## src/fpe_pkg.sv

```systemverilog
// ============================================================================
// fpe_pkg - shared definitions for the format print engine
// Character codes, parse mode, specifier and state encodings, the
// divide-by-ten reciprocal and the hex digit character function.
// ============================================================================
package fpe_pkg;

    // Width of the argument bits that take part in conversion.
    localparam int ARG_WIDTH = 32;

    // Depth of the digit store: enough for ten decimal digits.
    localparam int DIGIT_DEPTH = 10;
    localparam int COUNT_W     = $clog2(DIGIT_DEPTH + 1);

    // Reciprocal of ten, scaled by 2^(ARG_WIDTH+3) and rounded up. It gives an
    // exact quotient for every ARG_WIDTH-bit value.
    localparam int DIV10_SHIFT = ARG_WIDTH + 3;
    localparam logic [ARG_WIDTH-1:0] DIV10_RECIP =
        ARG_WIDTH'(((64'd1 << DIV10_SHIFT) + 64'd9) / 64'd10);

    localparam logic [7:0] CHAR_NL    = 8'h0A;
    localparam logic [7:0] CHAR_CR    = 8'h0D;
    localparam logic [7:0] CHAR_PCT   = 8'h25;
    localparam logic [7:0] CHAR_QM    = 8'h3F;
    localparam logic [7:0] CHAR_MINUS = 8'h2D;
    localparam logic [7:0] CHAR_LC_D  = 8'h64;
    localparam logic [7:0] CHAR_LC_U  = 8'h75;
    localparam logic [7:0] CHAR_LC_X  = 8'h78;
    localparam logic [7:0] CHAR_UC_X  = 8'h58;
    localparam logic [7:0] CHAR_LC_C  = 8'h63;
    localparam logic [7:0] CHAR_LC_S  = 8'h73;

    localparam logic REQ_FMT = 1'b0;
    localparam logic REQ_ARG = 1'b1;

    typedef enum logic [1:0] {
        MODE_PLAIN = 2'd0,
        MODE_PCT   = 2'd1,
        MODE_ARG   = 2'd2
    } parse_mode_t;

    typedef enum logic [1:0] {
        SPEC_D = 2'd0,
        SPEC_U = 2'd1,
        SPEC_X = 2'd2,
        SPEC_C = 2'd3
    } spec_t;

    typedef enum logic [5:0] {
        S_IDLE = 6'b000001,
        S_CHAR = 6'b000010,
        S_SIGN = 6'b000100,
        S_MUL  = 6'b001000,
        S_DIG  = 6'b010000,
        S_EMIT = 6'b100000
    } state_t;

    // Lower-case hex digit character for a nibble.
    function automatic logic [7:0] hex_char(input logic [3:0] nib);
        logic [7:0] ch;
        if (nib < 4'd10)
        begin
            ch = 8'h30 + {4'd0, nib};
        end
        else
        begin
            ch = 8'h57 + {4'd0, nib};
        end
        return ch;
    endfunction

endpackage

```

## src/format_print_engine.sv

```systemverilog
// ============================================================================
// format_print_engine - minimal printf-style integer formatter
// Turns a stream of format characters and argument words into output text.
// ============================================================================
// A user's summary: each input transaction is either a format character
// (tuser low) or an argument word (tuser high). Plain characters are echoed,
// a newline going out as carriage return then newline. After '%', the
// specifiers d, u, x/X and c wait for the next argument word, which is printed
// as signed decimal, unsigned decimal, lower-case hex or a single character;
// "%%" prints '%', "%s" prints nothing and any other specifier prints '?'.
// Items arriving out of turn are dropped silently. The block handles one item
// at a time and holds s_tready low while it works. A plain character is
// accepted, then emitted. A number is accepted, a '-' sign is emitted when
// the value is negative, each digit passes through the shared digit unit (in
// decimal a registered reciprocal multiply, then the remainder), and the
// digits are then emitted. Emission waits while the output register is still
// held by m_tready. One master-side transaction is issued per cycle at most
// and the output register lets the next item be accepted while the final
// character of the previous one still awaits m_tready.
// ============================================================================
module format_print_engine
(
    input  logic        clk,
    input  logic        rst_n,

    input  logic        s_tvalid,
    output logic        s_tready,
    input  logic [39:0] s_tdata,   // [7:0] fmt_char, [39:8] arg_word
    input  logic [0:0]  s_tuser,   // [0] req_type

    output logic        m_tvalid,
    input  logic        m_tready,
    output logic [7:0]  m_tdata,   // [7:0] out_char
    output logic        m_tlast    // last_char
);
    import fpe_pkg::*;

    state_t               state_reg, state_next;
    parse_mode_t          mode_reg, mode_next;
    spec_t                spec_reg, spec_next;
    logic [ARG_WIDTH-1:0] work_reg, work_next;
    logic [COUNT_W-1:0]   count_reg, count_next;
    logic [7:0]           char_reg, char_next;
    logic                 pre_reg, pre_next;

    // The digit store holds digit characters, least significant first.
    logic [7:0]           digit_store [DIGIT_DEPTH];

    logic                 m_valid_reg;
    logic [7:0]           m_data_reg;
    logic                 m_last_reg;

    logic                 accept;
    logic                 out_free;
    logic                 emit;
    logic [7:0]           emit_char;
    logic                 emit_last;
    logic                 unit_load;
    logic                 digit_wr;
    logic [ARG_WIDTH-1:0] unit_quot;
    logic [7:0]           unit_char;

    logic [7:0]           in_char;
    logic [ARG_WIDTH-1:0] in_arg;
    logic                 in_req;

    assign in_char  = s_tdata[7:0];
    assign in_arg   = s_tdata[8 +: ARG_WIDTH];
    assign in_req   = s_tuser[0];

    assign s_tready = (state_reg == S_IDLE);
    assign accept   = s_tvalid && s_tready;
    assign out_free = !m_valid_reg || m_tready;

    assign m_tvalid = m_valid_reg;
    assign m_tdata  = m_data_reg;
    assign m_tlast  = m_last_reg;

    fpe_digit_unit u_digit
    (
        .clk        (clk),
        .load       (unit_load),
        .hex        (spec_reg == SPEC_X),
        .value      (work_reg),
        .quot       (unit_quot),
        .digit_char (unit_char)
    );

    always_comb
    begin
        state_next = state_reg;
        mode_next  = mode_reg;
        spec_next  = spec_reg;
        work_next  = work_reg;
        count_next = count_reg;
        char_next  = char_reg;
        pre_next   = pre_reg;
        emit       = 1'b0;
        emit_char  = char_reg;
        emit_last  = 1'b0;
        unit_load  = 1'b0;
        digit_wr   = 1'b0;

        case (state_reg)
            S_IDLE:
            begin
                if (accept)
                begin
                    case (mode_reg)
                        MODE_ARG:
                        begin
                            if (in_req == REQ_ARG)
                            begin
                                mode_next  = MODE_PLAIN;
                                count_next = '0;
                                case (spec_reg)
                                    SPEC_D:
                                    begin
                                        if (in_arg[ARG_WIDTH-1])
                                        begin
                                            // Negate through the unsigned magnitude so
                                            // the most negative value prints correctly.
                                            work_next  = ~in_arg + 1'b1;
                                            state_next = S_SIGN;
                                        end
                                        else
                                        begin
                                            work_next  = in_arg;
                                            state_next = S_MUL;
                                        end
                                    end
                                    SPEC_U, SPEC_X:
                                    begin
                                        work_next  = in_arg;
                                        state_next = S_MUL;
                                    end
                                    default:
                                    begin
                                        char_next  = in_arg[7:0];
                                        pre_next   = (in_arg[7:0] == CHAR_NL);
                                        state_next = S_CHAR;
                                    end
                                endcase
                            end
                        end
                        MODE_PCT:
                        begin
                            if (in_req == REQ_FMT)
                            begin
                                mode_next = MODE_PLAIN;
                                pre_next  = 1'b0;
                                case (in_char)
                                    CHAR_LC_D:
                                    begin
                                        spec_next = SPEC_D;
                                        mode_next = MODE_ARG;
                                    end
                                    CHAR_LC_U:
                                    begin
                                        spec_next = SPEC_U;
                                        mode_next = MODE_ARG;
                                    end
                                    CHAR_LC_X, CHAR_UC_X:
                                    begin
                                        spec_next = SPEC_X;
                                        mode_next = MODE_ARG;
                                    end
                                    CHAR_LC_C:
                                    begin
                                        spec_next = SPEC_C;
                                        mode_next = MODE_ARG;
                                    end
                                    CHAR_LC_S:
                                    begin
                                        mode_next = MODE_PLAIN;
                                    end
                                    CHAR_PCT:
                                    begin
                                        char_next  = CHAR_PCT;
                                        state_next = S_CHAR;
                                    end
                                    default:
                                    begin
                                        char_next  = CHAR_QM;
                                        state_next = S_CHAR;
                                    end
                                endcase
                            end
                        end
                        default:
                        begin
                            if (in_req == REQ_FMT)
                            begin
                                mode_next = MODE_PLAIN;
                                if (in_char == CHAR_PCT)
                                begin
                                    mode_next = MODE_PCT;
                                end
                                else
                                begin
                                    char_next  = in_char;
                                    pre_next   = (in_char == CHAR_NL);
                                    state_next = S_CHAR;
                                end
                            end
                        end
                    endcase
                end
            end
            S_CHAR:
            begin
                if (out_free)
                begin
                    emit = 1'b1;
                    if (pre_reg)
                    begin
                        emit_char = CHAR_CR;
                        pre_next  = 1'b0;
                    end
                    else
                    begin
                        emit_char  = char_reg;
                        emit_last  = 1'b1;
                        state_next = S_IDLE;
                    end
                end
            end
            S_SIGN:
            begin
                if (out_free)
                begin
                    emit       = 1'b1;
                    emit_char  = CHAR_MINUS;
                    state_next = S_MUL;
                end
            end
            S_MUL:
            begin
                unit_load  = 1'b1;
                state_next = S_DIG;
            end
            S_DIG:
            begin
                digit_wr   = 1'b1;
                work_next  = unit_quot;
                count_next = count_reg + 1'b1;
                if ((unit_quot == '0) || (count_reg == COUNT_W'(DIGIT_DEPTH - 1)))
                begin
                    state_next = S_EMIT;
                end
                else
                begin
                    state_next = S_MUL;
                end
            end
            S_EMIT:
            begin
                if (out_free)
                begin
                    emit       = 1'b1;
                    emit_char  = digit_store[4'(count_reg - 1'b1)];
                    emit_last  = (count_reg == COUNT_W'(1));
                    count_next = count_reg - 1'b1;
                    if (count_reg == COUNT_W'(1))
                    begin
                        state_next = S_IDLE;
                    end
                end
            end
            default:
            begin
                state_next = S_IDLE;
            end
        endcase
    end

    always_ff @(posedge clk or negedge rst_n)
    begin
        if (!rst_n)
        begin
            state_reg   <= S_IDLE;
            mode_reg    <= MODE_PLAIN;
            spec_reg    <= SPEC_D;
            work_reg    <= '0;
            count_reg   <= '0;
            pre_reg     <= 1'b0;
            m_valid_reg <= 1'b0;
        end
        else
        begin
            state_reg <= state_next;
            mode_reg  <= mode_next;
            spec_reg  <= spec_next;
            work_reg  <= work_next;
            count_reg <= count_next;
            pre_reg   <= pre_next;
            if (emit)
            begin
                m_valid_reg <= 1'b1;
            end
            else if (m_tready)
            begin
                m_valid_reg <= 1'b0;
            end
        end
    end

    // Payload registers carry no reset.
    always_ff @(posedge clk)
    begin
        char_reg <= char_next;
        if (emit)
        begin
            m_data_reg <= emit_char;
            m_last_reg <= emit_last;
        end
        if (digit_wr)
        begin
            digit_store[4'(count_reg)] <= unit_char;
        end
    end

`ifndef NO_ASSERTIONS
    // Digits are only emitted while at least one remains in the store.
    assert property (@(posedge clk) disable iff (!rst_n)
        (state_reg == S_EMIT) |-> (count_reg != '0))
    else $error("digit emission with an empty digit store");

    // A digit step never writes beyond the store.
    assert property (@(posedge clk) disable iff (!rst_n)
        (state_reg == S_DIG) |-> (count_reg < COUNT_W'(DIGIT_DEPTH)))
    else $error("digit store overflow");

    // An argument taken in its turn always leads to output.
    assert property (@(posedge clk) disable iff (!rst_n)
        (accept && (mode_reg == MODE_ARG) && (in_req == REQ_ARG))
        |=> (state_reg != S_IDLE))
    else $error("argument accepted without producing output");

    // A finished item leaves the sequencer with its final character issued.
    assert property (@(posedge clk) disable iff (!rst_n)
        ((state_reg != S_IDLE) && (state_next == S_IDLE)) |-> (emit && emit_last))
    else $error("item finished without a final character");
`endif

endmodule

```

## src/fpe_digit_unit.sv

```systemverilog
// ============================================================================
// fpe_digit_unit - shared digit extraction unit
// Splits the least significant digit off a value, in base ten or sixteen.
// Operands are captured on load; quotient and digit are valid the cycle after.
// ============================================================================
module fpe_digit_unit
(
    input  logic                           clk,
    input  logic                           load,
    input  logic                           hex,
    input  logic [fpe_pkg::ARG_WIDTH-1:0]  value,
    output logic [fpe_pkg::ARG_WIDTH-1:0]  quot,
    output logic [7:0]                     digit_char
);
    import fpe_pkg::*;

    logic [ARG_WIDTH-1:0]   val_reg;
    logic                   hex_reg;
    logic [2*ARG_WIDTH-1:0] prod_reg;

    logic [ARG_WIDTH-1:0] dec_quot;
    logic [ARG_WIDTH-1:0] dec_rem;

    always_ff @(posedge clk)
    begin
        if (load)
        begin
            val_reg  <= value;
            hex_reg  <= hex;
            prod_reg <= {{ARG_WIDTH{1'b0}}, value} * {{ARG_WIDTH{1'b0}}, DIV10_RECIP};
        end
    end

    always_comb
    begin
        dec_quot = ARG_WIDTH'(prod_reg >> DIV10_SHIFT);
        // Remainder is the value less ten times the quotient.
        dec_rem  = val_reg - ((dec_quot << 3) + (dec_quot << 1));
        if (hex_reg)
        begin
            quot       = val_reg >> 4;
            digit_char = hex_char(val_reg[3:0]);
        end
        else
        begin
            quot       = dec_quot;
            digit_char = hex_char(dec_rem[3:0]);
        end
    end

endmodule

```

## config.mk

```make
export PLATFORM = sky130hd
export DESIGN_NAME = format_print_engine
export DESIGN_NICKNAME = d
export VERILOG_FILES = /design/src/fpe_pkg.sv /design/src/format_print_engine.sv /design/src/fpe_digit_unit.sv
export SDC_FILE = /design/constraint.sdc
export NUM_CORES = 2
export LEC_CHECK = 0
export ABC_AREA = 1
export BUFFER_PORTS_ARGS = -buffer_cell sky130_fd_sc_hd__buf_4
export CAP_MARGIN = 10
export CORE_MARGIN = 2
export CORE_UTILIZATION = 40
export CTS_CLUSTER_DIAMETER = 150
export DETAILED_ROUTE_END_ITERATION = 16
export SLEW_MARGIN = 30
export SYNTH_ARGS = -nofsm -noshare
export SYNTH_HDL_FRONTEND = slang
export SYNTH_HIERARCHICAL = 1
export SYNTH_SLANG_ARGS = --single-unit
```

## constraint.sdc

```tcl
create_clock -name clk -period 7.92 [get_ports clk]
set_input_delay 1.188 -clock clk [delete_from_list [all_inputs] [get_ports clk]]
set_output_delay 1.188 -clock clk [all_outputs]
set_load 0.05 [all_outputs]
```

**Word level (Yosys, flattened, before mapping)**

Memory sizes are Yosys's and may differ from the RTL's.
Cells that the tools add are included.

- $lt $le $gt $ge: 2
- Eq/ne operators: 42
- Bitwise gates (word level): 2
- $mul: 1
- Reduce and logical (&&, ||, !) cells: 24
- Add/subtract/negate cells: 9
- Muxes and demuxes: 71

Operator list:

| cell | number |
|---|---|
| 2-to-1 mux 32 bit | 4 |
| case mux 32 bit (2 select lines) | 2 |
| 2-to-1 mux 8 bit | 12 |
| 2-to-1 mux 6 bit | 12 |
| multiplier 32 x 32 -> 64 bit (second input constant) | 1 |
| == test 8 x 7 -> 1 bit (second input constant) | 6 |
| case mux 6 bit (6 select lines) | 1 |
| adder 32 x 1 -> 32 bit (second input constant) | 1 |
| zero test 32 bit | 1 |
| inverter 32 bit | 1 |
| case mux 8 bit (2 select lines) | 2 |
| 2-to-1 mux 29 bit | 1 |
| case mux 6 bit (2 select lines) | 2 |
| case mux 8 bit (3 select lines) | 1 |
| 2-to-1 mux 4 bit | 5 |
| AND reduction 5 bit | 4 |
| 2-to-1 mux 1 bit | 19 |
| inequality test 2 bit (second input constant) | 9 |
| adder 7 x 4 -> 8 bit (first input constant) | 2 |
| == test 8 x 4 -> 1 bit (second input constant) | 2 |
| AND reduction 8 bit | 2 |
| adder 6 x 4 -> 7 bit (first input constant) | 2 |
| inequality test 3 bit (second input constant) | 4 |
| case mux 4 bit (3 select lines) | 1 |
| other kinds (37) | 54 |

- Word-level logic and storage cells: 165
- Memories: 1
- Output and inout bits: 11
- Flip-flop bits (word level): 162
- Memory bits (writable): 80

Memory list:

| memory | depth | width | rd ports | clocked after memory_dff | wr ports | line | RTL |
|---|---|---|---|---|---|---|---|
| digit_store | 10 | 8 | 1 | 0 | 1 | format_print_engine.sv:47 | `logic [7:0] digit_store [DIGIT_DEPTH];` |

**Depth between registers and ports, before layout**

- Depth after elaboration: 8
- Mapped depth: 30

**By module**

Netlist, hierarchy kept.

Modules (own cells, without submodules):

| module | area each (um^2) | cells each | seq. area each (um^2) | times used |
|---|---|---|---|---|
| fpe_digit_unit | 21,184.1 | 2,502 | 1,861.8 | 1 |
| format_print_engine | 7,916.3 | 964 | 4,115.2 | 1 |

**Worst setup path after synthesis**

OpenSTA, ideal clock, no wires.

- Path type: reg2reg
- Start point: register state_reg[5]
- End point: register u_digit.hex_reg (enable)
- Cell stages (with the launch flop): 4
- Arrival time: 6.611 ns
- Buffers on the path: 0
- Slack: 0.671 ns
- Library setup time: 0.638 ns
- Cells stage by stage: dfrtp_1 nor2_2 nand2_1 nor4_1

- Word-level cells in the longest chain between the ends: 2

RTL lines:

| what | line | RTL |
|---|---|---|
| start, declared | format_print_engine.sv:38 | `state_t state_reg, state_next;` |
| start signal, assigned | format_print_engine.sv:291 | `state_reg <= state_next;` |
| == test 6 x 4 -> 1 bit | format_print_engine.sv:104 | `case (state_reg)` |
| 2-to-1 mux 1 bit | format_print_engine.sv:104 |  |
| via unit_load | format_print_engine.sv:58 | `logic unit_load;` |
| end signal, assigned | fpe_digit_unit.sv:29 | `hex_reg <= hex;` |
| end, declared | fpe_digit_unit.sv:18 | `logic hex_reg;` |

The timed path passes the listed nets, and every way through them passes these cells.
A chain may end at the register's enable or synchronous reset.

**Final worst setup path**

- Start point: register work_reg[3]
- End point: register u_digit.prod_reg[58], data pin

- Word-level cells in the longest chain between the ends: 1

RTL lines:

| what | line | RTL |
|---|---|---|
| start, declared | format_print_engine.sv:41 | `logic [ARG_WIDTH-1:0] work_reg, work_next;` |
| start signal, assigned | format_print_engine.sv:294 | `work_reg <= work_next;` |
| multiplier 32 x 32 -> 64 bit | fpe_digit_unit.sv:30 | `prod_reg <= {{ARG_WIDTH{1'b0}}, value} * {{ARG_WIDTH{1'b0}}, DIV10_RECIP};` |
| end signal, assigned | fpe_digit_unit.sv:30 |  |
| end, declared | fpe_digit_unit.sv:19 | `logic [2*ARG_WIDTH-1:0] prod_reg;` |

Every way passes these cells.

==> metrics.csv <==
stage,metric,value,unit
routing,DR WL/cell,20.5,µm
synth,library cells used by synthesis,54,
sta,clk_skew,0.0403,ns
final_layout,share of layout cells above drive strength 1,5.27,%
worst_setup_path,cells along the critical path,ha_1 -> xor2_1 -> xor2_1 -> fa_1 -> fa_1 -> fa_1 -> fa_1 -> fa_1 -> inv_1 -> fa_1 -> inv_1 -> ha_1 -> nand2_1 -> inv_1 -> nand2_1 -> nor3_1 -> nand2_1 -> nor2_2 -> nand3_1 -> nand3_1 -> nand2_1,
worst_setup_path,Worst Path Arrival,7.18,ns
sta,Tcrit/Tclk final,86.3,%
synth,"Seq/Total Area, Yosys",20.5,%
final_layout,Layout area overhead,8.30,%
floorplan,Die Ht,274,µm
worst_setup_path,"Largest stage delay, worst path",0.75,ns
grt,global-route wire length before repair,141,mm
floorplan,# rows,98,
clocking,CTS sink count,207,
worst_setup_path,Critical Path Start Type,register,
clocking,"Setup Fix Bufs, Post-CTS",0,
clocking,Worst-Skew Late Latency,0.59,ns
final_layout,fill count,7248,
sta,Setup Viol. Count Final,0,
synth,async set or reset register ratio after synthesis,23.2,%
worst_setup_path,WS Path Type,register to register,
placed_design,hpwl dp,79.3,mm
routing,via count,22500,
grt,antenna violations before repair,0,
floorplan,IO Count,56,
worst_setup_path,Worst Path Required,8.26,ns
final_layout,fin area,31500,µm²
sta,fmax,146,MHz
synth,"Avg Cell Area, Syn",8.40,µm²
routing,Final ANT Viol Nets,0,
placed_design,Area after DPL,30600,µm²
synth,Mapped Area,29100,µm²
clocking,# hold bufs at CTS,0,
grt,vias in the first global route,23000,
min_path,worst hold path type,register to register,
synth,Post-synth EDFFs,159,
sta,final max-slew violation count,0,
floorplan,overall die width,274,µm
synth,synthesized instance count,3466,
routing,total wire length,92.3,mm
floorplan,initial cell density of the core,40.6,%
final_layout,Largest register FFs,80,
grt,largest net degree at the start of global routing,61,
sta,Worst Tran Pin Value,0.882,ns
worst_setup_path,Critical Path Fanout Max,10,
sta,TNS Setup,0,ns
grt,Total Routing Usage GR,25.3,%
clocking,Max Root-Sink Buffers,3,
clocking,CTS tree,built,
sta,max_slew headroom,41.0,%
routing,First DRT Iteration DRCs,1619,
worst_setup_path,"most used cell, CP",fa_1,
worst_setup_path,crit path max-delay cell type,dfrtp_1,
sta,fin crit period,6.84,ns
clocking,Clock H-tree levels,1,
clocking,CTS buffer count,25,
final_layout,Nets,4322,
clocking,Clock Root Buffer,clkbuf_16,
placed_design,RD Place Congestion,0.973,
flow_run,max cap viols,0,
floorplan,CORE AREA,71700,µm²
synth,Syn. warnings,6,
final_layout,"commonest cells after routing, fill and taps aside","inv_1 (819), nand2_1 (784), fa_1 (386)",
worst_setup_path,CP Capture Type,register,
final_layout,"most common cell after layout, fill and taps aside",inv_1,
sta,RSZ-0062 raised after global routing,false,
worst_setup_path,r2r setup slk,1.08,ns
grt,remaining global-route overflow,0,
routing,Vias/cell,5.00,
placed_design,port bufs,55,
sta,Final Hold Fails,0,
clocking,CTS resizes,0,
synth,"flops & latches, synth",207,
synth,top_reg_cell synth,edfxtp_1,
routing,drt pass-1 iters,8,
clocking,"CTS clk-pin slew, worst paths",0.07,ns
floorplan,die area,74900,µm²
status,outcome,finished clean,
routing,Residual DRC,0,
==> worst max-delay path: cells and delay by family (launching register included) <==
family	cells	cell delay [ns]
adders and majority gates	8	3.75
DFF	1	0.75
xor gates and xnor gates	2	0.81
buffers and inverters	3	0.18
and+or+nand+nor	8	1.12
==> layer usage <==
metal  global-route usage (%)  routed length, µm  vias up
li1                         -                  -    10800
met1                     33.9              39700    10900
met2                     41.5              43200      606
met3                     4.22               5680      145
met4                     8.71               3770        0
met5                        0                  0        -
==> Yosys cell counts, types with 2 or more instances <==
cell type	instances	area share [%]
o32ai_1	2	0.060
nand3b_1	2	0.052
edfxtp_1	159	16
a21o_1	6	0.15
o21bai_1	18	0.46
or2_1	2	0.043
o21ai_2	3	0.090
o31ai_1	4	0.10
nand2_1	784	10
nor3_2	7	0.24
nor2_1	223	2.9
o21a_1	3	0.077
and3_1	2	0.043
nand4_1	24	0.52
buf_2	19	0.33
nand2_2	9	0.19
o21ai_0	86	1.5
buf_6	5	0.19
xor2_1	43	1.3
a31oi_1	3	0.065
ha_1	363	16
inv_2	10	0.13
a21oi_1	125	2.1
nand3_2	2	0.069
fa_1	386	27
nor3b_1	2	0.052
o21ai_1	8	0.14
xnor2_1	16	0.48
nand3_1	177	3.0
or2_2	4	0.086
o211ai_1	7	0.18
nor2_2	19	0.41
o22ai_1	6	0.13
clkinv_1	2	0.026
a22oi_1	4	0.10
dfrtp_1	47	4.0
clkbuf_1	20	0.26
nor3_1	19	0.33
nor4_1	5	0.11
inv_1	819	11
buf_4	7	0.18
conb_1	2	0.026
==> cells by family (layout without fill, tap and decap cells) <==
group,count (synthesis),after routing,synth area share (%)
adders and majority gates,749,749,42.2
AOI/OAI and AO/OA,281,281,5.40
and+or+nand+nor,1284,1284,18.3
xor gates and xnor gates,60,60,1.87
buffers and inverters,883,961,11.7
DFF,207,207,20.5
other,2,6,0.0258
==> area by class of cell <==
type                       count  area (µm²)  area share (%)
multi-input combinational   2379       19700            62.6
timing repair buffer          83         643            2.04
antenna                        1        2.50         0.00794
sequential                   207        5980            19.0
clock inverter                 9        73.8           0.234
tap                          950        1190            3.77
inverter                     832        3130            9.93
clock buffer                  37         763            2.42
==> through the flow <==
| stage | hold WS [ns] | util [%] | setup WS, ns | std cells |
|---|---|---|---|---|
| after floorplan | 0.471 | - | 0.671 | 3469 |
| after global placement | 0.491 | 42.7 | 1.07 | 4450 |
| after detailed placement | 0.495 | 42.7 | 1.13 | 4450 |
| after CTS | 0.504 | 43.9 | 1.11 | 4496 |
| after global routing | 0.555 | 43.9 | 0.751 | 4497 |
| final | 0.501 | 43.9 | 1.08 | 4498 |
==> final timing paths <==
kind	depth (start not counted)	endpoint	start
setup / recovery	21	u_digit/prod_reg[58]$_DFFE_PP_	work_reg[3]$_DFFE_PN0P_
hold / removal	2	state_reg[0]$_DFFE_PN1P_	state_reg[0]$_DFFE_PN1P_
setup reg to reg	21	u_digit/prod_reg[58]$_DFFE_PP_	work_reg[3]$_DFFE_PN0P_
hold reg to reg	2	state_reg[0]$_DFFE_PN1P_	state_reg[0]$_DFFE_PN1P_
max in group asynchronous	1	work_reg[4]$_DFFE_PN0P_	rst_n
min in group asynchronous	1	mode_reg[1]$_DFFE_PN0P_	rst_n
Power is left out: the tool's default activity adds up to more than one toggle a clock period on the data nets, which glitch-free logic cannot reach.
